### src/hw/rtl/mfre_pkg.sv
package mfre_pkg;

	// frame geometry
	localparam int FRAME_WIDTH  = 128;
	localparam int FRAME_HEIGHT = 64;
	localparam int STORE_BYTES  = 1024;
	localparam int ADDR_W       = 10;
	localparam int COL_W        = 7;
	localparam int PAGE_W       = 3;
	localparam int ROW_W        = 6;
	localparam int CW           = 10;

	// command queue between front and back
	localparam int QUEUE_DEPTH = 4;
	localparam int QPTR_W      = 2;

	typedef logic signed [CW-1:0] coord_t;

	typedef enum logic [2:0] {
		CMD_CLEAR      = 3'd0,
		CMD_PIXEL      = 3'd1,
		CMD_LINE       = 3'd2,
		CMD_RECT       = 3'd3,
		CMD_FILLRECT   = 3'd4,
		CMD_CIRCLE     = 3'd5,
		CMD_FILLCIRCLE = 3'd6,
		CMD_READ       = 3'd7
	} cmd_t;

	typedef enum logic [3:0] {
		CL_NONE,
		CL_CLEAR,
		CL_PIXEL,
		CL_LINE,
		CL_RECT,
		CL_FILLRECT,
		CL_CIRCLE,
		CL_FILLCIRCLE,
		CL_READ
	} class_t;

	typedef struct packed {
		logic [2:0] command;
		logic [6:0] x_start;
		logic [5:0] y_start;
		logic [6:0] x_end;
		logic [5:0] y_end;
		logic [7:0] rect_width;
		logic [6:0] rect_height;
		logic [5:0] radius;
		logic       ink;
		logic [9:0] byte_index;
	} item_t;

	typedef struct packed {
		logic [7:0] read_data;
		logic       done_res;
	} result_t;

	typedef struct packed {
		class_t cls;
		item_t  item;
	} entry_t;

	// request from shape sequencer to frame store
	typedef enum logic [1:0] {
		OP_SPAN,
		OP_CLEAR,
		OP_READ,
		OP_DONE
	} op_t;

	typedef struct packed {
		op_t               op;
		coord_t            x;
		coord_t            ylo;
		coord_t            yhi;
		logic              ink;
		logic [ADDR_W-1:0] addr;
	} fb_req_t;

	typedef enum logic [3:0] {
		S_IDLE,
		S_PIX,
		S_L1,
		S_L2,
		S_LRUN,
		S_RSET,
		S_RECT,
		S_REDGE,
		S_FRECT,
		S_CINIT,
		S_CSTEP,
		S_CEMIT,
		S_FIN,
		S_CLR,
		S_RD
	} seq_state_t;

	typedef enum logic [2:0] {
		FB_INIT,
		FB_IDLE,
		FB_SRD,
		FB_SWR,
		FB_CLR,
		FB_BRD
	} fb_state_t;

	// zero-extend an unsigned field into a signed coordinate
	function automatic coord_t zx(input logic [7:0] v);
		return $signed({2'b00, v});
	endfunction

endpackage

### src/hw/rtl/mfre_front.sv
module mfre_front (
	input  logic             clk,
	input  logic             arst_n,
	input  logic             push,
	input  mfre_pkg::item_t  item,
	output logic             full,
	output logic             head_valid,
	input  logic             head_ready,
	output mfre_pkg::entry_t head
);

	mfre_pkg::entry_t                 q_mem [mfre_pkg::QUEUE_DEPTH];
	logic [mfre_pkg::QPTR_W-1:0]      wr_ptr_q;
	logic [mfre_pkg::QPTR_W-1:0]      rd_ptr_q;
	logic [mfre_pkg::QPTR_W:0]        cnt_q;
	mfre_pkg::class_t                 cls;
	logic                             pop_ok;

	// classify the incoming command
	always_comb begin
		unique case (mfre_pkg::cmd_t'(item.command))
			mfre_pkg::CMD_CLEAR:      cls = mfre_pkg::CL_CLEAR;
			mfre_pkg::CMD_PIXEL:      cls = mfre_pkg::CL_PIXEL;
			mfre_pkg::CMD_LINE:       cls = mfre_pkg::CL_LINE;
			mfre_pkg::CMD_RECT:       cls = (item.rect_width == '0 || item.rect_height == '0) ?
				mfre_pkg::CL_NONE : mfre_pkg::CL_RECT;
			mfre_pkg::CMD_FILLRECT:   cls = (item.rect_width == '0 || item.rect_height == '0) ?
				mfre_pkg::CL_NONE : mfre_pkg::CL_FILLRECT;
			mfre_pkg::CMD_CIRCLE:     cls = mfre_pkg::CL_CIRCLE;
			mfre_pkg::CMD_FILLCIRCLE: cls = mfre_pkg::CL_FILLCIRCLE;
			default:                  cls = mfre_pkg::CL_READ;
		endcase
	end

	assign full       = (cnt_q == (mfre_pkg::QPTR_W+1)'(mfre_pkg::QUEUE_DEPTH));
	assign head_valid = (cnt_q != '0);
	assign head       = q_mem[rd_ptr_q];
	assign pop_ok     = head_valid && head_ready;

	// queue storage
	always_ff @(posedge clk) begin
		if (push) begin
			q_mem[wr_ptr_q] <= '{cls: cls, item: item};
		end
	end

	// pointers and fill count
	always_ff @(posedge clk or negedge arst_n) begin
		if (!arst_n) begin
			wr_ptr_q <= '0;
			rd_ptr_q <= '0;
			cnt_q    <= '0;
		end else begin
			if (push) wr_ptr_q <= wr_ptr_q + 1'b1;
			if (pop_ok) rd_ptr_q <= rd_ptr_q + 1'b1;
			if (push && !pop_ok) cnt_q <= cnt_q + 1'b1;
			else if (!push && pop_ok) cnt_q <= cnt_q - 1'b1;
		end
	end

endmodule

### config.mk
export PLATFORM = sky130hd
export DESIGN_NAME = mfre_front
export DESIGN_NICKNAME = d
export VERILOG_FILES = /design/src/hw/rtl/mfre_pkg.sv /design/src/hw/rtl/mfre_front.sv
export SDC_FILE = /design/constraint.sdc
export NUM_CORES = 1
export LEC_CHECK = 0
export BUFFER_PORTS_ARGS = -buffer_cell sky130_fd_sc_hd__buf_2
export CELL_PAD_IN_SITES_DETAIL_PLACEMENT = 1
export CELL_PAD_IN_SITES_GLOBAL_PLACEMENT = 2
export CORE_MARGIN = 4
export CORE_UTILIZATION = 25
export DETAILED_ROUTE_END_ITERATION = 10
export PLACE_DENSITY_LB_ADDON = 0.1
export SLEW_MARGIN = 20
export SYNTH_ARGS = -nofsm -noshare
export SYNTH_HDL_FRONTEND = slang
export SYNTH_SLANG_ARGS = --single-unit
### constraint.sdc
create_clock -name clk -period 7.5 [get_ports clk]
set_input_delay 0.75 -clock clk [delete_from_list [all_inputs] [get_ports clk]]
set_output_delay 0.75 -clock clk [all_outputs]
set_load 0.02 [all_outputs]
==> run_results.csv, run 1 <==
group,metric,value,unit
floorplan,dieWidth,208,um
detailed_routing,routed_via_density,4.16,
clocking,cts_tree,"yes",
logic_synthesis,async_flop_share,0.0262,
hold_path,min_path_cells,1,
timing,fin_crit_sh,0.516,
critical_path,reg2reg_depth,4,
timing,clock_skew,0.00332,ns
outcome,status,"finished clean",
layout,seqCellArea,7990,um^2
logic_synthesis,synth_edf_count,260,
logic_synthesis,ys_seq_area_frac,0.802,
logic_synthesis,yosys.area_share.simple,0.00917,
logic_synthesis,synth_top_cell_area_share,0.784,
clocking,cts_setup_buffers,0,
grt,grt_pass1_wl,34800,um
timing,finalSetupViolations,0,
clocking,h-tree-depth,1,
logic_synthesis,synth_xor_area_frac,0.00528,
clocking,clk_pin_slew,0.06,ns
floorplan,pin_count,132,
grt,grt_use_met3,0.0307,
critical_path,worstSetupStartpointType,"flip-flop",
power_and_ir_drop,power_density,411,nW/um^2
detailed_routing,detail_route.wl_per_cell,20.9,um
power_and_ir_drop,p_leak,0.00412,uW
critical_path,worstSetupEndpointType,"output pin",
power_and_ir_drop,ir_worst_vdd,0.184,mV
critical_path,critPathKind,"flip-flop to output pin",
detailed_routing,drt-initial-drc-count,209,
logic_synthesis,synthTopCellsByArea,"edfxtp_1 (78%), mux4_2 (15%), dfrtp_1 (1.8%), ha_1 (1.1%), buf_12 (0.80%)",
placement,io_buffer_count,131,
grt,grt_antenna_before_repair,2,
detailed_routing,vias,4538,
layout,fillers,3911,
logic_synthesis,synth_nets,469,
timing,setup_tns,0,ns
floorplan,core,39000,um^2
floorplan,dieArea,43100,um^2
layout,final_nets,625,
grt,track_usage,0.105,
power_and_ir_drop,finalPower,5020,uW
timing,finalHoldViolations,0,
logic_synthesis,yosys.area.top_type,"edfxtp_1",
detailed_routing,drc,0,
logic_synthesis,synth_warnings,0,
logic_synthesis,synth_flop_cell,"edfxtp_1",
grt,grt_pass1_vias,5338,
logic_synthesis,yosysUniqueCellTypes,28,
timing,slew_violations,0,
logic_synthesis,synth_top_family_by_area,"multiplexers",
timing,rsz0062_at_grt,"no",
clocking,cts_num_sinks,267,
floorplan,initial_core_util,0.255,
floorplan,num_rows,72,
run,max_cap_violations,0,
timing,relSlewSlack,0.341,
timing,fin_crit,3.87,ns
logic_synthesis,synth.most_common_cell,"edfxtp_1",
clocking,cts-root-buf,"clkbuf_16",
layout,syn_to_final_growth,22.7,%
floorplan,fp.dieH,208,um
logic_synthesis,synth_compound_area_frac,0.00490,
layout,antenna_cells,0,
critical_path,path_max_fanout,41,
placement,gp_congestion,0.627,
detailed_routing,first_pass_iters,4,
layout,drive_above_1_share,0.449,
logic_synthesis,synth-adder-area-share,0.0133,
grt,grt_remaining_overflow,0,
grt,busiest_layer,"met2",
grt,met1_usage,0.129,
logic_synthesis,ys_top_cells_by_count,"edfxtp_1 (260), mux4_2 (65), ha_1 (9)",
logic_synthesis,synth_area_per_cell,25.3,um^2
logic_synthesis,netlist_instances,394,
clocking,cts_buffers,31,
clocking,cts_buffer_depth,3,
critical_path,critPathArrivalTime,3.12,ns
hold_path,hold_class,"input port to flip-flop",
placement,postPlaceCellArea,11200,um^2
detailed_routing,routed_wl,22800,um
layout,multi_input_area,1810,um^2
logic_synthesis,ys_ff_latch,267,
grt,grt_max_degree,66,
layout,design_area,12200,um^2
detailed_routing,detail-route-antenna-nets,0,
grt,grtUsageMet2,0.185,
timing,fmax,259,MHz
logic_synthesis,syn-cell-area,9960,um^2
placement,dp.final_hpwl,13100,um
critical_path,cp.required,6.75,ns
timing,tightest_slew,0.988,ns
clocking,clk-insertion-delay-late,0.55,ns
logic_synthesis,synth_mux_area_frac,0.148,
## layer usage
metal	routed length, um	vias up
li1	-	1992
met5	12	-
met1	9200	2400
met2	11600	103
met3	1340	41
met4	566	2
## path summary, 6_finish.rpt
check	slack (ns)	endpoint	start
max	3.63	head[24]	rd_ptr_q[0]
min	0.41	q_mem[2][41]	item[41]
max reg2reg	5.32	q_mem[1][39]	wr_ptr_q[1]
min reg2reg	0.48	cnt_q[2]	cnt_q[2]
max in group asynchronous	6.74	rd_ptr_q[0]	arst_n
min in group asynchronous	0.57	rd_ptr_q[1]	arst_n
## sequential cells by signal, indices dropped and copies added, names as in the netlist
signal	cells
q_mem	260
cnt_q	3
rd_ptr_q	2
wr_ptr_q	2
## area by class of cell
cell class                 instances  share of cell area
clock buffer                      42              0.0718
tap                              518              0.0531
inverter                           7             0.00215
clock inverter                    14             0.00994
sequential                       267               0.654
multi-input combinational        105               0.148
timing repair buffer             138              0.0605
## placed cells by master (no fill, tap or decap), drive strengths merged, types with 3 or more instances in the layout
master	instances
and2	4
buf	137
clkbuf	42
clkinv	10
dfrtp	7
edfxtp	260
ha	9
inv	8
mux4	65
nand2	3
nor2	3
xnor2	3
xor2	3
## cell families (layout without fill, tap and decap cells)
group	Yosys count	in the layout
compound gates	6	6
mux	66	66
flops	267	267
xor+xnor	6	6
simple gates	17	17
fa+ha+maj	10	10
buf+inv	22	201
## critical path, cell delays in order (launching register included)
cell	delay [ns]
dfrtp_4	0.79
buf_4	0.84
mux4_2	0.65
buf_2	0.18
## through the flow
step                instances  utilization  setup WS, ns  hold slack, ns
finish                   1091        0.313          3.63           0.414
global route             1091        0.313          3.32           0.381
detailed placement       1034        0.287          4.10           0.475
floorplan                 394            -          4.79           0.447
CTS                      1091        0.313          3.47           0.376
global placement         1033        0.286          4.08           0.472
## power by group
part	internal (uW)	switching [uW]	total (uW)
sequential	1960	149	2110
clock	878	570	1450
combinational	592	872	1460
total	3430	1590	5020
## what timing repair did
action / 4_1_cts / 5_1_grt
resized for setup: 0 / 0
hold buffers: 1 / 0
hold endpoints to repair: 3 / 0
Note: power is estimated with default switching activity, not from simulation.
==> run 2, diff against run 1 <==
==> constraint.sdc (replaced) <==
create_clock -name clk -period 3.3 [get_ports clk]
set_input_delay 0.33 -clock clk [delete_from_list [all_inputs] [get_ports clk]]
set_output_delay 0.33 -clock clk [all_outputs]
set_load 0.02 [all_outputs]
==> run_results.csv, run 2 (synthesis results as in run 1) <==
group,metric,value,unit
outcome,status,"finished clean",
layout,drive_above_1_share,0.395,
grt,grt_pass1_wl,35400,um
clocking,clk_pin_slew,0.06,ns
hold_path,hold_class,"input port to flip-flop",
clocking,cts_num_sinks,267,
power_and_ir_drop,intPower,7600,uW
critical_path,path_cells,"buf_12 > mux4_2 > buf_2",
placement,io_buffer_count,131,
detailed_routing,first_pass_iters,4,
timing,fin_crit_sh,0.791,
power_and_ir_drop,pwr-share-clk,0.265,
detailed_routing,drc,0,
power_and_ir_drop,ir_worst_vdd,0.385,mV
clocking,cts_setup_buffers,0,
power_and_ir_drop,comb_power_share,0.315,
critical_path,worstSetupStartpointType,"flip-flop",
layout,final_nets,681,
critical_path,slowest_delay,0.79,ns
power_and_ir_drop,power_frac_seq,0.421,
floorplan,initial_core_util,0.255,
placement,gp_congestion,0.657,
layout,reg_top3,"q_mem: 260 flops, cnt_q: 3 flops",
grt,grt_remaining_overflow,0,
critical_path,worst-path-buf-inv,2,
layout,mostFrequentLayoutCells,"edfxtp_1 (260), buf_2 (131), mux4_2 (65), dlygate4sd3_1 (56), clkbuf_16 (31)",
timing,fin_crit,2.61,ns
grt,grt_pass1_vias,5609,
run,max_cap_violations,0,
clocking,h-tree-depth,1,
detailed_routing,wl_met1,9650,um
power_and_ir_drop,p_leak,0.00430,uW
detailed_routing,routed_wl,23100,um
timing,rsz0062_at_grt,"no",
detailed_routing,routed_via_density,4.14,
layout,layout_commonest_cell,"edfxtp_1",
timing,tightest_slew,0.661,ns
floorplan,core,39000,um^2
timing,slew_violations,0,
timing,relSlewSlack,0.559,
timing,clock_skew,0.0151,ns
detailed_routing,detail-route-antenna-nets,0,
floorplan,dieArea,43100,um^2
timing,finalHoldViolations,0,
timing,fmax,383,MHz
placement,dp.final_hpwl,13700,um
layout,post-route-util,0.325,
power_and_ir_drop,finalPower,11200,uW
detailed_routing,dr_wl_met3,1200,um
critical_path,crit_slowest_cell,"dfrtp_4",
clocking,cts_buffer_depth,3,
critical_path,critPathArrivalTime,2.28,ns
timing,finalSetupViolations,0,
grt,track_usage,0.107,
layout,syn_to_final_growth,27.5,%
power_and_ir_drop,p_sw,3610,uW
floorplan,pin_count,132,
timing,setup_tns,0,ns
detailed_routing,drt-initial-drc-count,169,
clocking,cts_buffers,31,
floorplan,fp.dieH,208,um
critical_path,critPathKind,"flip-flop to output pin",
clocking,clk-insertion-delay-late,0.55,ns
layout,largest_reg_flops,260,
floorplan,num_rows,72,
detailed_routing,detail_route.wl_per_cell,20.2,um
grt,grt_antenna_before_repair,1,
critical_path,cp.required,2.97,ns
clocking,cts_tree,"yes",
power_and_ir_drop,power_density,883,nW/um^2
detailed_routing,dr_wl_met2,11600,um
layout,top_register,"q_mem",
floorplan,dieWidth,208,um
critical_path,crit_family,"flip-flops",
grt,grt_max_degree,47,
detailed_routing,top_layer,"met4",
power_and_ir_drop,netSwitchingFraction,0.322,
clocking,cts-root-buf,"clkbuf_16",
critical_path,path_max_fanout,36,
layout,antenna_cells,0,
critical_path,worstSetupEndpointType,"output pin",
detailed_routing,vias,4731,
[run 2: final timing paths]
path / depth (start not counted) / end / start / slack (ns)
worst min register to register: 1 / cnt_q[2] / cnt_q[2] / 0.49
worst min-delay path: 1 / q_mem[2][20] / item[20] / 0.03
max in group asynchronous: 2 / rd_ptr_q[1] / arst_n / 2.96
min in group asynchronous: 2 / cnt_q[0] / arst_n / 0.16
worst max-delay path: 3 / head[10] / rd_ptr_q[1] / 0.69
worst max register to register: 8 / cnt_q[2] / cnt_q[0] / 1.13
[run 2: metrics by stage]
stage,std cells,hold WS [ns],setup slack (ns),instance area (um^2)
after floorplan,394,0.0344,0.722,9960
after CTS,1143,0.00316,0.601,12700
after global routing,1143,0.0191,0.550,12700
final,1143,0.0339,0.689,12700
after detailed placement,1035,0.175,1.13,11300
after global placement,1035,0.177,1.20,11300
[run 2: cell type report]
class	instances	area [um^2]
inverters	7	26.3
flip-flops and latches	267	7990
clock inverters	12	55.1
fillers	3888	26300
well taps	518	648
multi-input cells	105	1810
repair buffers	194	1360
clock buffers	40	810
[run 2: metal layers]
metal	vias up	track usage
li1	2094	-
met5	-	0
met4	0	0.0260
met1	2498	0.130
met3	37	0.0308
met2	102	0.188
[run 2: power groups by stage]
stage / registers (uW) / logic [uW] / clock network, uW
floorplan: 4650 / 2500 / 0
global placement: 4760 / 3620 / 0
detailed placement: 4810 / 3630 / 0
CTS: 4740 / 3700 / 3100
global route: 4790 / 3840 / 3230
finish: 4710 / 3530 / 2970
[run 2: repair_timing]
item	in CTS	in global routing
hold buffers	56	0
gates resized for setup	0	0
endpoints found under the hold margin	227	0
==> run 3, diff against run 2 <==
==> constraint.sdc (replaced) <==
create_clock -name clk -period 2.6 [get_ports clk]
set_input_delay 0.26 -clock clk [delete_from_list [all_inputs] [get_ports clk]]
set_output_delay 0.26 -clock clk [all_outputs]
set_load 0.02 [all_outputs]
==> run_results.csv, run 3 (synthesis results as in run 1) <==
group,metric,value,unit
outcome,status,"finished clean",
detailed_routing,routed_via_density,4.17,
power_and_ir_drop,power_density,1120,nW/um^2
layout,top_register,"q_mem",
floorplan,core,39000,um^2
detailed_routing,wl_met1,9640,um
layout,drive_above_1_share,0.400,
clocking,cts_buffers,31,
grt,track_usage,0.106,
floorplan,initial_core_util,0.255,
detailed_routing,first_pass_iters,4,
layout,largest_reg_flops,260,
layout,antenna_cells,0,
power_and_ir_drop,p_leak,0.00438,uW
placement,postPlaceCellArea,11300,um^2
floorplan,pin_count,132,
layout,layout_commonest_cell,"edfxtp_1",
clocking,cts_num_sinks,267,
grt,grt_remaining_overflow,0,
floorplan,dieArea,43100,um^2
placement,io_buffer_count,131,
clocking,cts-root-buf,"clkbuf_16",
detailed_routing,vias,4840,
power_and_ir_drop,ir_worst_vdd,0.586,mV
layout,final_nets,695,
critical_path,worstSetupEndpointType,"output pin",
detailed_routing,drt-initial-drc-count,190,
placement,gp_congestion,0.658,
clocking,h-tree-depth,1,
timing,whs,0.0839,ns
floorplan,fp.dieH,208,um
critical_path,worstSetupStartpointType,"flip-flop",
grt,grt_antenna_before_repair,0,
grt,grt_pass1_wl,35200,um
critical_path,critPathArrivalTime,2.08,ns
layout,post-route-util,0.329,
run,max_cap_violations,0,
critical_path,reg2reg_depth,8,
placement,dp.final_hpwl,13300,um
layout,design_area,12800,um^2
hold_path,hold_class,"input port to async pin",
timing,tightest_slew,0.612,ns
detailed_routing,detail_route.wl_per_cell,19.7,um
timing,fmax,427,MHz
timing,relSlewSlack,0.592,
grt,grt_max_degree,67,
clocking,cts_tree,"yes",
timing,setup_tns,0,ns
grt,grt_pass1_vias,5575,
timing,finalHoldViolations,0,
detailed_routing,top_layer,"met4",
detailed_routing,detail-route-antenna-nets,0,
critical_path,cp.required,2.34,ns
detailed_routing,dr_wl_met3,1230,um
critical_path,path_max_fanout,31,
layout,reg_top3,"q_mem: 260 flops, cnt_q: 3 flops",
floorplan,num_rows,72,
clocking,clk-insertion-delay-late,0.57,ns
timing,fin_crit_sh,0.901,
timing,slew_violations,0,
timing,clock_skew,0.0234,ns
timing,finalSetupViolations,0,
detailed_routing,drc,0,
timing,rsz0062_at_grt,"no",
clocking,clk_pin_slew,0.06,ns
critical_path,critPathKind,"flip-flop to output pin",
floorplan,dieWidth,208,um
layout,mostFrequentLayoutCells,"edfxtp_1 (260), buf_2 (131), mux4_2 (65), dlygate4sd3_1 (64), clkbuf_16 (31)",
detailed_routing,routed_wl,22900,um
timing,fin_crit,2.34,ns
clocking,cts_buffer_depth,3,
detailed_routing,dr_wl_met2,11500,um
layout,syn_to_final_growth,28.9,%
==> run 3: changes by cell type in the layout (fill, tap and decap cells not counted) <==
cell           before  now
clkinv_1            7    8
clkbuf_1            9    8
inv_6               0    2
buf_4               0    7
dlygate4sd3_1      56   64
buf_12              7    6
clkinv_2            4    6
==> run 3: layer usage <==
| metal | global-route usage | vias to the layer above |
|---|---|---|
| li1 | - | 2138 |
| met1 | 0.134 | 2560 |
| met2 | 0.181 | 104 |
| met3 | 0.0305 | 38 |
| met4 | 0.0253 | 0 |
| met5 | 0 | - |
==> run 3: stage by stage <==
step	total power [uW]	setup slack, ns	std cells
after floorplan	9070	0.0218	394
after global routing	15200	0.130	1161
after global placement	10700	0.545	1039
after CTS	14800	0.176	1161
final	14300	0.258	1161
after detailed placement	10700	0.472	1039
==> run 3: repair_timing <==
| item | in CTS | in global routing |
|---|---|---|
| resized for setup | 0 | 0 |
| setup buffers | 2 | 0 |
| endpoints found under the hold margin | 253 | 0 |
| hold buffers | 64 | 0 |
| endpoints found under the setup margin | 38 | 0 |
==> run 3: report_power, final <==
part | switching, uW | total, uW | leakage [uW] | internal, uW
registers | 203 | 5850 | 0.00247 | 5650
clock network | 1650 | 3820 | 0.000441 | 2170
logic | 2790 | 4670 | 0.00147 | 1880
total | 4640 | 14300 | 0.00438 | 9710
==> run 3: worst paths after layout <==
check	startpoint	endpoint	slack (ns)
hold reg to reg	cnt_q[2]	cnt_q[2]	0.48
setup / recovery	rd_ptr_q[0]	head[12]	0.26
max in group asynchronous	arst_n	rd_ptr_q[1]	2.33
setup reg to reg	cnt_q[0]	cnt_q[2]	0.49
hold / removal	arst_n	cnt_q[0]	0.08
min in group clk	item[54]	q_mem[3][54]	0.45
==> run 3: final cells by class <==
class | instances | area (um^2)
Multi-Input combinational cell | 105 | 1810
Timing Repair Buffer | 208 | 1470
Fill cell | 3901 | 26200
Clock buffer | 39 | 806
Sequential cell | 267 | 7990
Inverter | 7 | 26.3
Tap cell | 518 | 648
Clock inverter | 17 | 86.3
==> run 3: critical path, cell delays in order, from the launching register on <==
cell     delay [ns]
dfrtp_4        0.46
buf_12         0.29
mux4_2         0.58
buf_2          0.18
