==> config.mk <==
export PLATFORM = sky130hd
export DESIGN_NAME = mfre_seq
export DESIGN_NICKNAME = d
export VERILOG_FILES = /design/src/hw/rtl/mfre_pkg.sv /design/src/hw/rtl/mfre_seq.sv
export SDC_FILE = /design/constraint.sdc
export NUM_CORES = 1
export LEC_CHECK = 0
export BUFFER_PORTS_ARGS = -buffer_cell sky130_fd_sc_hd__clkbuf_2
export CORE_MARGIN = 1.5
export CORE_UTILIZATION = 40
export CTS_BUF_LIST = sky130_fd_sc_hd__clkbuf_16
export CTS_CLUSTER_SIZE = 10
export DETAILED_ROUTE_END_ITERATION = 12
export SYNTH_ARGS = -nofsm -noshare
export SYNTH_HDL_FRONTEND = slang
export SYNTH_SLANG_ARGS = --single-unit
==> constraint.sdc <==
create_clock -name clk -period 9.7 [get_ports clk]
set_input_delay 0.97 -clock clk [delete_from_list [all_inputs] [get_ports clk]]
set_output_delay 0.97 -clock clk [all_outputs]
set_load 0.1 [all_outputs]
==> src/hw/rtl/mfre_pkg.sv <==
package mfre_pkg;

	// frame geometry
	localparam int FRAME_WIDTH  = 128;
	localparam int FRAME_HEIGHT = 64;
	localparam int STORE_BYTES  = 1024;
	localparam int ADDR_W       = 10;
	localparam int COL_W        = 7;
	localparam int PAGE_W       = 3;
	localparam int ROW_W        = 6;
	localparam int CW           = 10;

	// command queue between front and back
	localparam int QUEUE_DEPTH = 4;
	localparam int QPTR_W      = 2;

	typedef logic signed [CW-1:0] coord_t;

	typedef enum logic [2:0] {
		CMD_CLEAR      = 3'd0,
		CMD_PIXEL      = 3'd1,
		CMD_LINE       = 3'd2,
		CMD_RECT       = 3'd3,
		CMD_FILLRECT   = 3'd4,
		CMD_CIRCLE     = 3'd5,
		CMD_FILLCIRCLE = 3'd6,
		CMD_READ       = 3'd7
	} cmd_t;

	typedef enum logic [3:0] {
		CL_NONE,
		CL_CLEAR,
		CL_PIXEL,
		CL_LINE,
		CL_RECT,
		CL_FILLRECT,
		CL_CIRCLE,
		CL_FILLCIRCLE,
		CL_READ
	} class_t;

	typedef struct packed {
		logic [2:0] command;
		logic [6:0] x_start;
		logic [5:0] y_start;
		logic [6:0] x_end;
		logic [5:0] y_end;
		logic [7:0] rect_width;
		logic [6:0] rect_height;
		logic [5:0] radius;
		logic       ink;
		logic [9:0] byte_index;
	} item_t;

	typedef struct packed {
		logic [7:0] read_data;
		logic       done_res;
	} result_t;

	typedef struct packed {
		class_t cls;
		item_t  item;
	} entry_t;

	// request from shape sequencer to frame store
	typedef enum logic [1:0] {
		OP_SPAN,
		OP_CLEAR,
		OP_READ,
		OP_DONE
	} op_t;

	typedef struct packed {
		op_t               op;
		coord_t            x;
		coord_t            ylo;
		coord_t            yhi;
		logic              ink;
		logic [ADDR_W-1:0] addr;
	} fb_req_t;

	typedef enum logic [3:0] {
		S_IDLE,
		S_PIX,
		S_L1,
		S_L2,
		S_LRUN,
		S_RSET,
		S_RECT,
		S_REDGE,
		S_FRECT,
		S_CINIT,
		S_CSTEP,
		S_CEMIT,
		S_FIN,
		S_CLR,
		S_RD
	} seq_state_t;

	typedef enum logic [2:0] {
		FB_INIT,
		FB_IDLE,
		FB_SRD,
		FB_SWR,
		FB_CLR,
		FB_BRD
	} fb_state_t;

	// zero-extend an unsigned field into a signed coordinate
	function automatic coord_t zx(input logic [7:0] v);
		return $signed({2'b00, v});
	endfunction

endpackage

==> src/hw/rtl/mfre_seq.sv <==
module mfre_seq (
	input  logic              clk,
	input  logic              arst_n,
	input  logic              head_valid,
	input  mfre_pkg::entry_t  head,
	output logic              head_ready,
	output logic              req_valid,
	output mfre_pkg::fb_req_t req,
	input  logic              req_ready
);

	mfre_pkg::seq_state_t state_q, state_d;
	logic [2:0]           k_q;
	mfre_pkg::item_t      it_q;
	mfre_pkg::class_t     cls_q;

	// line registers
	logic                 steep_q, yneg_q;
	logic [6:0]           la_q, lb_q, lend_q, lbend_q, ldx_q, ldy_q;
	logic signed [8:0]    err_q;

	// rectangle column walk
	mfre_pkg::coord_t     i_q, iend_q;

	// circle registers
	logic [5:0]           cxi_q, cyi_q;
	logic signed [10:0]   f_q, ddx_q, ddy_q;

	mfre_pkg::coord_t     cx, cy, ux, uy, ye_r, xr;
	logic [6:0]           dx, dy, px, py;
	logic                 steep, swap, fill_c, fill_r, last_k;
	logic signed [8:0]    err_n;
	logic signed [10:0]   ddy_n, f1, ddx_n;

	assign cx     = mfre_pkg::zx({1'b0, it_q.x_start});
	assign cy     = mfre_pkg::zx({2'b00, it_q.y_start});
	assign ux     = mfre_pkg::zx({2'b00, cxi_q});
	assign uy     = mfre_pkg::zx({2'b00, cyi_q});
	assign ye_r   = cy + mfre_pkg::zx({1'b0, it_q.rect_height}) - mfre_pkg::coord_t'(1);
	assign xr     = cx + mfre_pkg::zx(it_q.rect_width) - mfre_pkg::coord_t'(1);
	assign fill_c = (cls_q == mfre_pkg::CL_FILLCIRCLE);
	assign fill_r = (cls_q == mfre_pkg::CL_FILLRECT);

	// line setup terms
	assign dx    = (it_q.x_start > it_q.x_end) ? it_q.x_start - it_q.x_end
		: it_q.x_end - it_q.x_start;
	assign dy    = {1'b0, (it_q.y_start > it_q.y_end) ? it_q.y_start - it_q.y_end
		: it_q.y_end - it_q.y_start};
	assign steep = dy > dx;
	assign swap  = la_q > lend_q;
	assign err_n = err_q - $signed({2'b00, ldy_q});
	assign px    = steep_q ? lb_q : la_q;
	assign py    = steep_q ? la_q : lb_q;

	// circle step terms
	assign ddy_n = (f_q >= 0) ? ddy_q + 11'sd2 : ddy_q;
	assign f1    = (f_q >= 0) ? f_q + ddy_n : f_q;
	assign ddx_n = ddx_q + 11'sd2;

	assign last_k = fill_c ? (k_q == 3'd3) : (k_q == 3'd7);

	// next state
	always_comb begin
		state_d = state_q;
		unique case (state_q)
			mfre_pkg::S_IDLE: begin
				if (head_valid) begin
					unique case (head.cls)
						mfre_pkg::CL_NONE:       state_d = mfre_pkg::S_FIN;
						mfre_pkg::CL_CLEAR:      state_d = mfre_pkg::S_CLR;
						mfre_pkg::CL_PIXEL:      state_d = mfre_pkg::S_PIX;
						mfre_pkg::CL_LINE:       state_d = mfre_pkg::S_L1;
						mfre_pkg::CL_RECT,
						mfre_pkg::CL_FILLRECT:   state_d = mfre_pkg::S_RSET;
						mfre_pkg::CL_CIRCLE,
						mfre_pkg::CL_FILLCIRCLE: state_d = mfre_pkg::S_CINIT;
						default:                 state_d = mfre_pkg::S_RD;
					endcase
				end
			end
			mfre_pkg::S_PIX:  if (req_ready) state_d = mfre_pkg::S_FIN;
			mfre_pkg::S_L1:   state_d = mfre_pkg::S_L2;
			mfre_pkg::S_L2:   state_d = mfre_pkg::S_LRUN;
			mfre_pkg::S_LRUN: if (req_ready && la_q == lend_q) state_d = mfre_pkg::S_FIN;
			mfre_pkg::S_RSET: begin
				if (cx < mfre_pkg::coord_t'(mfre_pkg::FRAME_WIDTH))
					state_d = fill_r ? mfre_pkg::S_FRECT : mfre_pkg::S_RECT;
				else
					state_d = fill_r ? mfre_pkg::S_FIN : mfre_pkg::S_REDGE;
			end
			mfre_pkg::S_RECT:
				if (req_ready && k_q[0] && i_q == iend_q) state_d = mfre_pkg::S_REDGE;
			mfre_pkg::S_REDGE: if (req_ready && k_q[0]) state_d = mfre_pkg::S_FIN;
			mfre_pkg::S_FRECT: if (req_ready && i_q == iend_q) state_d = mfre_pkg::S_FIN;
			mfre_pkg::S_CINIT:
				if (req_ready && (fill_c || k_q == 3'd3)) state_d = mfre_pkg::S_CSTEP;
			mfre_pkg::S_CSTEP:
				state_d = (cxi_q < cyi_q) ? mfre_pkg::S_CEMIT : mfre_pkg::S_FIN;
			mfre_pkg::S_CEMIT: if (req_ready && last_k) state_d = mfre_pkg::S_CSTEP;
			mfre_pkg::S_FIN, mfre_pkg::S_CLR, mfre_pkg::S_RD:
				if (req_ready) state_d = mfre_pkg::S_IDLE;
			default: state_d = mfre_pkg::S_IDLE;
		endcase
	end

	// requests toward the frame store
	always_comb begin
		req        = '0;
		req.op     = mfre_pkg::OP_SPAN;
		req.ink    = it_q.ink;
		req.addr   = it_q.byte_index;
		req_valid  = 1'b0;
		head_ready = (state_q == mfre_pkg::S_IDLE);
		unique case (state_q)
			mfre_pkg::S_PIX: begin
				req_valid = 1'b1;
				req.x = cx; req.ylo = cy; req.yhi = cy;
			end
			mfre_pkg::S_LRUN: begin
				req_valid = 1'b1;
				req.x   = mfre_pkg::zx({1'b0, px});
				req.ylo = mfre_pkg::zx({1'b0, py});
				req.yhi = mfre_pkg::zx({1'b0, py});
			end
			mfre_pkg::S_RECT: begin
				req_valid = 1'b1;
				req.x   = i_q;
				req.ylo = k_q[0] ? ye_r : cy;
				req.yhi = k_q[0] ? ye_r : cy;
			end
			mfre_pkg::S_REDGE: begin
				req_valid = 1'b1;
				req.x   = k_q[0] ? xr : cx;
				req.ylo = cy;
				req.yhi = ye_r;
			end
			mfre_pkg::S_FRECT: begin
				req_valid = 1'b1;
				req.x = i_q; req.ylo = cy; req.yhi = ye_r;
			end
			mfre_pkg::S_CINIT: begin
				req_valid = 1'b1;
				if (fill_c) begin
					req.x = cx; req.ylo = cy - uy; req.yhi = cy + uy;
				end else begin
					unique case (k_q[1:0])
						2'd0: begin req.x = cx; req.ylo = cy + uy; end
						2'd1: begin req.x = cx; req.ylo = cy - uy; end
						2'd2: begin req.x = cx + uy; req.ylo = cy; end
						default: begin req.x = cx - uy; req.ylo = cy; end
					endcase
					req.yhi = req.ylo;
				end
			end
			mfre_pkg::S_CEMIT: begin
				req_valid = 1'b1;
				if (fill_c) begin
					unique case (k_q[1:0])
						2'd0: begin req.x = cx + ux; req.ylo = cy - uy; req.yhi = cy + uy; end
						2'd1: begin req.x = cx - ux; req.ylo = cy - uy; req.yhi = cy + uy; end
						2'd2: begin req.x = cx + uy; req.ylo = cy - ux; req.yhi = cy + ux; end
						default: begin
							req.x = cx - uy; req.ylo = cy - ux; req.yhi = cy + ux;
						end
					endcase
				end else begin
					unique case (k_q)
						3'd0: begin req.x = cx + ux; req.ylo = cy + uy; end
						3'd1: begin req.x = cx - ux; req.ylo = cy + uy; end
						3'd2: begin req.x = cx + ux; req.ylo = cy - uy; end
						3'd3: begin req.x = cx - ux; req.ylo = cy - uy; end
						3'd4: begin req.x = cx + uy; req.ylo = cy + ux; end
						3'd5: begin req.x = cx - uy; req.ylo = cy + ux; end
						3'd6: begin req.x = cx + uy; req.ylo = cy - ux; end
						default: begin req.x = cx - uy; req.ylo = cy - ux; end
					endcase
					req.yhi = req.ylo;
				end
			end
			mfre_pkg::S_FIN: begin
				req_valid = 1'b1; req.op = mfre_pkg::OP_DONE;
			end
			mfre_pkg::S_CLR: begin
				req_valid = 1'b1; req.op = mfre_pkg::OP_CLEAR;
			end
			mfre_pkg::S_RD: begin
				req_valid = 1'b1; req.op = mfre_pkg::OP_READ;
			end
			default: ;
		endcase
	end

	// control registers
	always_ff @(posedge clk or negedge arst_n) begin
		if (!arst_n) begin
			state_q <= mfre_pkg::S_IDLE;
			k_q     <= '0;
		end else begin
			state_q <= state_d;
			if (state_d != state_q) k_q <= '0;
			else if (req_valid && req_ready) k_q <= k_q + 3'd1;
		end
	end

	// shape datapath
	always_ff @(posedge clk) begin
		unique case (state_q)
			mfre_pkg::S_IDLE: begin
				if (head_valid) begin
					it_q  <= head.item;
					cls_q <= head.cls;
					cxi_q <= '0;
					cyi_q <= head.item.radius;
					f_q   <= 11'sd1 - $signed({5'b0, head.item.radius});
					ddx_q <= 11'sd1;
					ddy_q <= -$signed({4'b0, head.item.radius, 1'b0});
				end
			end
			mfre_pkg::S_L1: begin
				steep_q <= steep;
				ldx_q   <= steep ? dy : dx;
				ldy_q   <= steep ? dx : dy;
				la_q    <= steep ? {1'b0, it_q.y_start} : it_q.x_start;
				lb_q    <= steep ? it_q.x_start : {1'b0, it_q.y_start};
				lend_q  <= steep ? {1'b0, it_q.y_end} : it_q.x_end;
				lbend_q <= steep ? it_q.x_end : {1'b0, it_q.y_end};
			end
			mfre_pkg::S_L2: begin
				if (swap) begin
					la_q    <= lend_q;
					lend_q  <= la_q;
					lb_q    <= lbend_q;
					lbend_q <= lb_q;
					yneg_q  <= !(lb_q > lbend_q);
				end else begin
					yneg_q  <= !(lbend_q > lb_q);
				end
				err_q <= $signed({3'b000, ldx_q[6:1]});
			end
			mfre_pkg::S_LRUN: begin
				if (req_ready) begin
					la_q <= la_q + 7'd1;
					if (err_n < 0) begin
						lb_q  <= yneg_q ? lb_q - 7'd1 : lb_q + 7'd1;
						err_q <= err_n + $signed({2'b00, ldx_q});
					end else begin
						err_q <= err_n;
					end
				end
			end
			mfre_pkg::S_RSET: begin
				i_q    <= cx;
				iend_q <= (xr > mfre_pkg::coord_t'(mfre_pkg::FRAME_WIDTH - 1)) ?
					mfre_pkg::coord_t'(mfre_pkg::FRAME_WIDTH - 1) : xr;
			end
			mfre_pkg::S_RECT: if (req_ready && k_q[0]) i_q <= i_q + mfre_pkg::coord_t'(1);
			mfre_pkg::S_FRECT: if (req_ready) i_q <= i_q + mfre_pkg::coord_t'(1);
			mfre_pkg::S_CSTEP: begin
				if (cxi_q < cyi_q) begin
					if (f_q >= 0) cyi_q <= cyi_q - 6'd1;
					ddy_q <= ddy_n;
					cxi_q <= cxi_q + 6'd1;
					ddx_q <= ddx_n;
					f_q   <= f1 + ddx_n;
				end
			end
			default: ;
		endcase
	end

endmodule

==> results of run 1 <==
[cells in the final DEF, fill, tap and decap left out, types with 24 or more instances in the layout]
cell / netlist / layout
ha_1: 181 / 181
inv_1: 175 / 176
edfxtp_1: 172 / 172
nand2_1: 135 / 135
a21oi_1: 133 / 133
nor2_1: 127 / 127
o21ai_0: 114 / 114
clkbuf_2: 2 / 110
xnor2_1: 99 / 99
mux2i_1: 62 / 62
nand3_1: 44 / 44
xor2_1: 42 / 42
a21o_1: 39 / 39
nor3_1: 40 / 39
nand2b_1: 35 / 35
buf_4: 14 / 35
a22oi_1: 28 / 28
nor2b_1: 24 / 24
[per-layer routing]
layer,wire length (um),up-vias
met5,0,-
met4,1776,0
met3,2848,93
met2,24750,461
met1,21670,6835
li1,-,6814
[registers in the layout, indices dropped and copies added (netlist names), 4 cells and up]
name / cells
ldy_q: 7
iend_q: 10
cls_q: 4
req: 11
f_q: 11
cx: 7
ldx_q: 7
i_q: 10
cy: 6
state_q: 4
ddx_q: 10
ddy_q: 10
err_q: 9
it_q: 28
lb_q: 7
cxi_q: 6
lbend_q: 7
cyi_q: 6
lend_q: 7
la_q: 7
[path summary, 6_finish.rpt]
kind	startpoint	end	slack [ps]	cells past startpoint
max in group asynchronous	arst_n	k_q[0]$_DFFE_PN0P_	9230	1
min in group clk	ldx_q[5]$_DFFE_PP_	err_q[4]$_DFFE_PP_	570	2
hold reg to reg	ldx_q[5]$_DFFE_PP_	err_q[4]$_DFFE_PP_	570	2
hold / removal	arst_n	k_q[1]$_DFFE_PN0P_	300	1
setup reg to reg	cy[0]$_DFFE_PP_	la_q[4]$_DFFE_PP_	4340	21
setup / recovery	k_q[0]$_DFFE_PN0P_	req[17]	4180	9
[cells by family (layout without fill, tap and decap cells)]
| logic type | after synthesis | count (layout) | share of synthesized area [%] |
|---|---|---|---|
| flops | 179 | 179 | 32.03 |
| fa+ha+maj | 200 | 200 | 15.86 |
| buf+inv | 265 | 353 | 6.581 |
| simple gates | 465 | 465 | 13.15 |
| xor+xnor | 141 | 141 | 7.407 |
| other cells | 1 | 1 | 0.02249 |
| mux | 70 | 70 | 4.330 |
| compound gates | 527 | 527 | 20.62 |
[through the flow]
| step | setup WS [ps] | cell area, um2 | power (mW) | utilization, % |
|---|---|---|---|---|
| after floorplan | 3091 | 16670 | 4.476 | - |
| after global placement | 4534 | 17730 | 5.348 | 43.22 |
| after detailed placement | 4486 | 17730 | 5.422 | 43.22 |
| after CTS | 4264 | 18340 | 6.201 | 44.70 |
| after global routing | 3990 | 18340 | 6.608 | 44.70 |
| final | 4181 | 18340 | 6.208 | 44.70 |
[critical path, stage by stage (launching register included)]
cell,delay [ps]
dfrtp_1,680
inv_1,280
ha_1,550
or2_2,560
a21oi_1,490
a22oi_1,260
nand2_1,110
a21oi_1,60
o21ai_0,490
clkbuf_2,560
[report_power, final]
| part | leakage [nW] | switching, mW | internal [mW] | total [mW] |
|---|---|---|---|---|
| Sequential | 1.65 | 0.233 | 1.16 | 1.39 |
| Clock | 0.296 | 0.350 | 0.408 | 0.758 |
| Combinational | 5.76 | 2.70 | 1.35 | 4.06 |
| Total | 7.71 | 3.29 | 2.92 | 6.21 |
[cell type report]
cell class                 count  area (um2)
tap                          532       665.6
clock buffer                  17       425.4
fill                        3988       22680
sequential                   179        5340
inverter                     176       660.6
clock inverter                15       185.2
multi-input combinational   1404       10250
timing repair buffer         145       813.3
==> results.yml, run 1 <==
placement:
  dpl.hpwl_um: 39340
  dp_cells: 2436
  port_buffers: 110
  place.gp.congestion: 0.9715
outcome:
  outcome: "complete, no violations"
pwr:
  p_leak_nw: 7.705
  powerDensity_nw_per_um2: 338.5
  vdd.ir_drop.worst_mv: 0.3032
clock_network:
  cts_sinks: 179
  clkTransAtPathRegs_ps: 70
  cts_setup_buffers: 0
  clock_path_buffers: 2
  cts.repair.resized: 0
  htree_levels: 4
  cts_buffers: 17
  cts_hold_buffers: 0
  cts_tree: "done"
  clk_latency_ps: 490
  cts_root_buf: "clkbuf_16"
timing:
  rsz0062_at_grt: "no"
  clock-skew-final_ps: 16.81
  hold_viol: 0
  drv_slew: 0
  slew_headroom_pct: 23.64
  setup_tns_ps: 0
  max_freq_ghz: 0.1812
  fin_crit_ps: 5519
  setup_viol: 0
  hold_slack_ps: 299.4
  tightestPinTransition_ps: 1143
  fin_crit_sh_pct: 56.89
routing:
  vias: 14200
  drt-total-wl_um: 51050
  firstDrtPassIters: 8
  drc: 0
  routedWlPerCell_um: 20.68
  viasPerCell: 5.755
  final_antenna_net_count: 0
  drt_iter0_markers: 1259
global_routing:
  grt_pass1_wl_um: 79160
  track_usage_pct: 23.96
  use_met2_pct: 41.17
  grt_max_degree: 46
  grt-busiest-layer: "met2"
  grt_overflow_total: 0
  antenna_found_initial: 0
  gr-usage-met3_pct: 3.805
  grt_use_met1_pct: 30.01
  grt_pass1_vias: 13940
die:
  dieArea_um2: 42920
  initial_core_util_pct: 40.65
  core-area_um2: 41020
  pin_count: 114
  die_w_um: 207.2
  core.rowCount: 74
  die_y_um: 207.2
setup_path:
  crit_arrival_ps: 4550
  cp-end-kind: "output pin"
  path_class: "flip-flop to output pin"
  cp.required_ps: 8730
  crit_path_max_fanout: 19
  cp-start-kind: "flip-flop"
yosys:
  synth_cell_types: 83
  synth_ff_type: "edfxtp_1"
  synth_top_area_cell: "edfxtp_1"
  synth_area_leaders: "edfxtp_1 31%, ha_1 14%, xnor2_1 5.2%"
  yosysSeqAreaShare_pct: 32.03
  synth_area_um2: 16670
  avgSynthCellArea_um2: 9.022
  synth_seq_cells: 179
  async_flop_share_pct: 3.911
  synth_warnings: 0
  synth_nets: 2117
  synth_edf_count: 172
  synth_top_area_share_pct: 30.98
  synth.most_common_cell: "ha_1"
  syn_inst: 1848
  synth_common_cells: "181 x ha_1, 175 x inv_1, 172 x edfxtp_1, 135 x nand2_1, 133 x a21oi_1"
run:
  maxCapViolations: 0
final_layout:
  diodes: 0
  stdcell_count: 2468
  layout-drive-gt1-share_pct: 10.23
  syn2layout_area_growth_pct: 9.981
  nets: 2192
hold_path:
  min_path_type: "primary input to async pin"
Power figures use the tool's default switching activity.
==> run 2, diff against run 1 <==
- ABC_AREA: unset -> 1
- clock period: 9.7 -> 5 ns (I/O delays scaled with it)
==> results.yml, run 2 <==
timing:
  setup_viol: 0
  rsz0062_at_grt: "no"
  drv_slew: 0
  max_freq_ghz: 0.2131
  setup_tns_ps: 0
  fin_crit_sh_pct: 93.85
  clock-skew-final_ps: 17.70
  fin_crit_ps: 4693
  hold_viol: 0
  tightestPinTransition_ps: 1037
  hold_slack_ps: 164.1
  slew_headroom_pct: 29.97
pwr:
  p_clk_share_pct: 11.8
  p_comb_share_pct: 67.0
  internal_power_mw: 5.482
  powerDensity_nw_per_um2: 656.8
  switching_power_mw: 7.174
  p_leak_nw: 9.326
  vdd.ir_drop.worst_mv: 0.7590
  switching_share_pct: 56.69
  pwr-share-seq_pct: 21.2
setup_path:
  crit_arrival_ps: 4190
  cp-end-kind: "output pin"
  crit_path_max_fanout: 11
  slowest_stage: "o31ai_1"
  critPathBufInv: 3
  path_cells: "inv_1 -> ha_1 -> nor2_2 -> inv_1 -> o31ai_1 -> nand2_1 -> o211ai_1 -> a31oi_1 -> o211ai_1 -> clkbuf_2"
  path_class: "flip-flop to output pin"
  slowest_delay_ps: 560
  cp.required_ps: 4500
  path_delay_family: "compound AO/OA/AOI/OAI gates"
  cp-start-kind: "flip-flop"
placement:
  port_buffers: 110
  place.gp.congestion: 0.9794
  dpl.hpwl_um: 44670
yosys:
  synth_area_um2: 17530
  synth_ff_type: "edfxtp_1"
  yosysSeqAreaShare_pct: 30.46
  synth_warnings: 0
  synth_edf_count: 172
  synth_cell_types: 62
  synth.most_common_cell: "nand2_1"
  async_flop_share_pct: 3.911
  synth_top_area_cell: "edfxtp_1"
  synth_area_leaders: "edfxtp_1 29%, ha_1 13%, nand2_1 12%"
  avgSynthCellArea_um2: 7.296
  synth_seq_cells: 179
  synth_common_cells: "574 x nand2_1, 368 x inv_1, 236 x nand3_1, 181 x ha_1, 172 x edfxtp_1"
  synth_top_area_share_pct: 29.46
  syn_inst: 2403
  synth_nets: 2672
final_layout:
  diodes: 0
  largest_register_ffs: 28
  nets: 2751
  layout-drive-gt1-share_pct: 9.299
  final_cell_mix: "574 x nand2_1, 368 x inv_1, 236 x nand3_1, 181 x ha_1, 172 x edfxtp_1"
  seqCellArea_um2: 5340
  fillers: 4454
  syn2layout_area_growth_pct: 9.905
  layout.cells.most_common: "nand2_1"
  multiInputGateArea_um2: 10350
  largest-register: "it_q"
run:
  maxCapViolations: 0
global_routing:
  grt_max_degree: 51
  track_usage_pct: 25.72
  antenna_found_initial: 0
  grt_pass1_wl_um: 87770
  grt_pass1_vias: 15840
  grt_overflow_total: 0
clock_network:
  clock_path_buffers: 2
  clkTransAtPathRegs_ps: 80
  cts_buffers: 17
  cts_sinks: 179
  cts_hold_buffers: 1
  clk_latency_ps: 510
  cts_tree: "done"
  cts.repair.resized: 0
  cts_setup_buffers: 0
  cts_root_buf: "clkbuf_16"
  htree_levels: 4
routing:
  firstDrtPassIters: 5
  final_antenna_net_count: 0
  drt_iter0_markers: 1580
  routedWlPerCell_um: 18.42
  dr.max_layer_used: "met4"
  viasPerCell: 5.405
  wl_met2_um: 24720
  vias: 16650
  drt-total-wl_um: 56750
  met1Wirelength_um: 26130
  met3_length_um: 3654
  drc: 0
die:
  die_w_um: 212.4
  core-area_um2: 43170
  initial_core_util_pct: 40.61
  die_y_um: 212.4
  dieArea_um2: 45100
  core.rowCount: 76
  pin_count: 114
hold_path:
  min_path_type: "primary input to flip-flop"
outcome:
  outcome: "complete, no violations"
-- run 2: power groups by stage --
stage / logic (mW) / clock network [mW] / registers [mW]
global route: 9.36 / 1.57 / 2.73
CTS: 8.38 / 1.53 / 2.68
floorplan: 6.48 / 0 / 2.56
finish: 8.47 / 1.50 / 2.69
detailed placement: 8.34 / 0 / 2.71
global placement: 8.23 / 0 / 2.70
-- run 2: logic make-up (layout without fill, tap and decap cells) --
logic type      after synthesis  after routing  share of synthesized area, %
compound gates              398            398                         13.16
xor+xnor                     82             82                         4.096
fa+ha+maj                   200            200                         15.09
buf+inv                     463            555                         10.57
flops                       179            179                         30.46
mux                           2              2                        0.1142
other cells                   1              1                       0.02139
simple gates               1078           1078                         26.50
-- run 2: cell type report --
| type | count | area share (%) |
|---|---|---|
| Clock buffer | 17 | 2.208 |
| Sequential cell | 179 | 27.71 |
| Inverter | 383 | 7.474 |
| Multi-Input combinational cell | 1761 | 53.70 |
| Timing Repair Buffer | 140 | 4.104 |
| Clock inverter | 15 | 1.006 |
| Tap cell | 585 | 3.798 |
-- run 2: final timing paths --
path / startpoint / endpoint / slack, ps / cells past startpoint
min: head[39] / it_q[39]$_DFFE_PP_ / 160 / 1
min in group asynchronous: arst_n / state_q[1]$_DFF_PN0_ / 390 / 2
max in group asynchronous: arst_n / state_q[2]$_DFF_PN0_ / 4430 / 2
max reg2reg: cy[0]$_DFFE_PP_ / ldx_q[4]$_DFFE_PP_ / 620 / 21
min reg2reg: lend_q[2]$_DFFE_PP_ / la_q[2]$_DFFE_PP_ / 590 / 2
max: k_q[0]$_DFFE_PN0P_ / req[21] / 310 / 10
-- run 2: worst reg2reg max path, stage by stage (launching register included) --
cell	delay, ps
edfxtp_1	560
inv_1	330
ha_1	220
inv_1	60
fa_1	400
nand2_1	90
nand2_1	70
a21oi_1	140
nand2_1	80
nand2_1	160
inv_1	130
nand2_1	100
nand3_1	70
nand2_1	70
inv_1	60
ha_1	300
nand3_1	100
a21o_1	180
a21oi_2	190
nand2_4	290
inv_2	350
o21ai_0	150
-- run 2: per-stage QoR --
stage | cells | power [mW] | worst slack, ps | util, % | instance area [um2]
after floorplan | 2403 | 9.039 | 1196 | - | 17530
after global placement | 3047 | 10.94 | 848.2 | 43.18 | 18640
after detailed placement | 3047 | 11.05 | 778.3 | 43.18 | 18640
after CTS | 3080 | 12.59 | 456.7 | 44.64 | 19270
after global routing | 3080 | 13.66 | 190.6 | 44.64 | 19270
final | 3080 | 12.66 | 307.4 | 44.64 | 19270
-- run 2: per-layer routing --
metal	up-vias	GRT usage, %
met5	-	0
met2	583	39.59
met1	7810	35.41
met4	0	11.86
met3	104	3.914
li1	8150	-
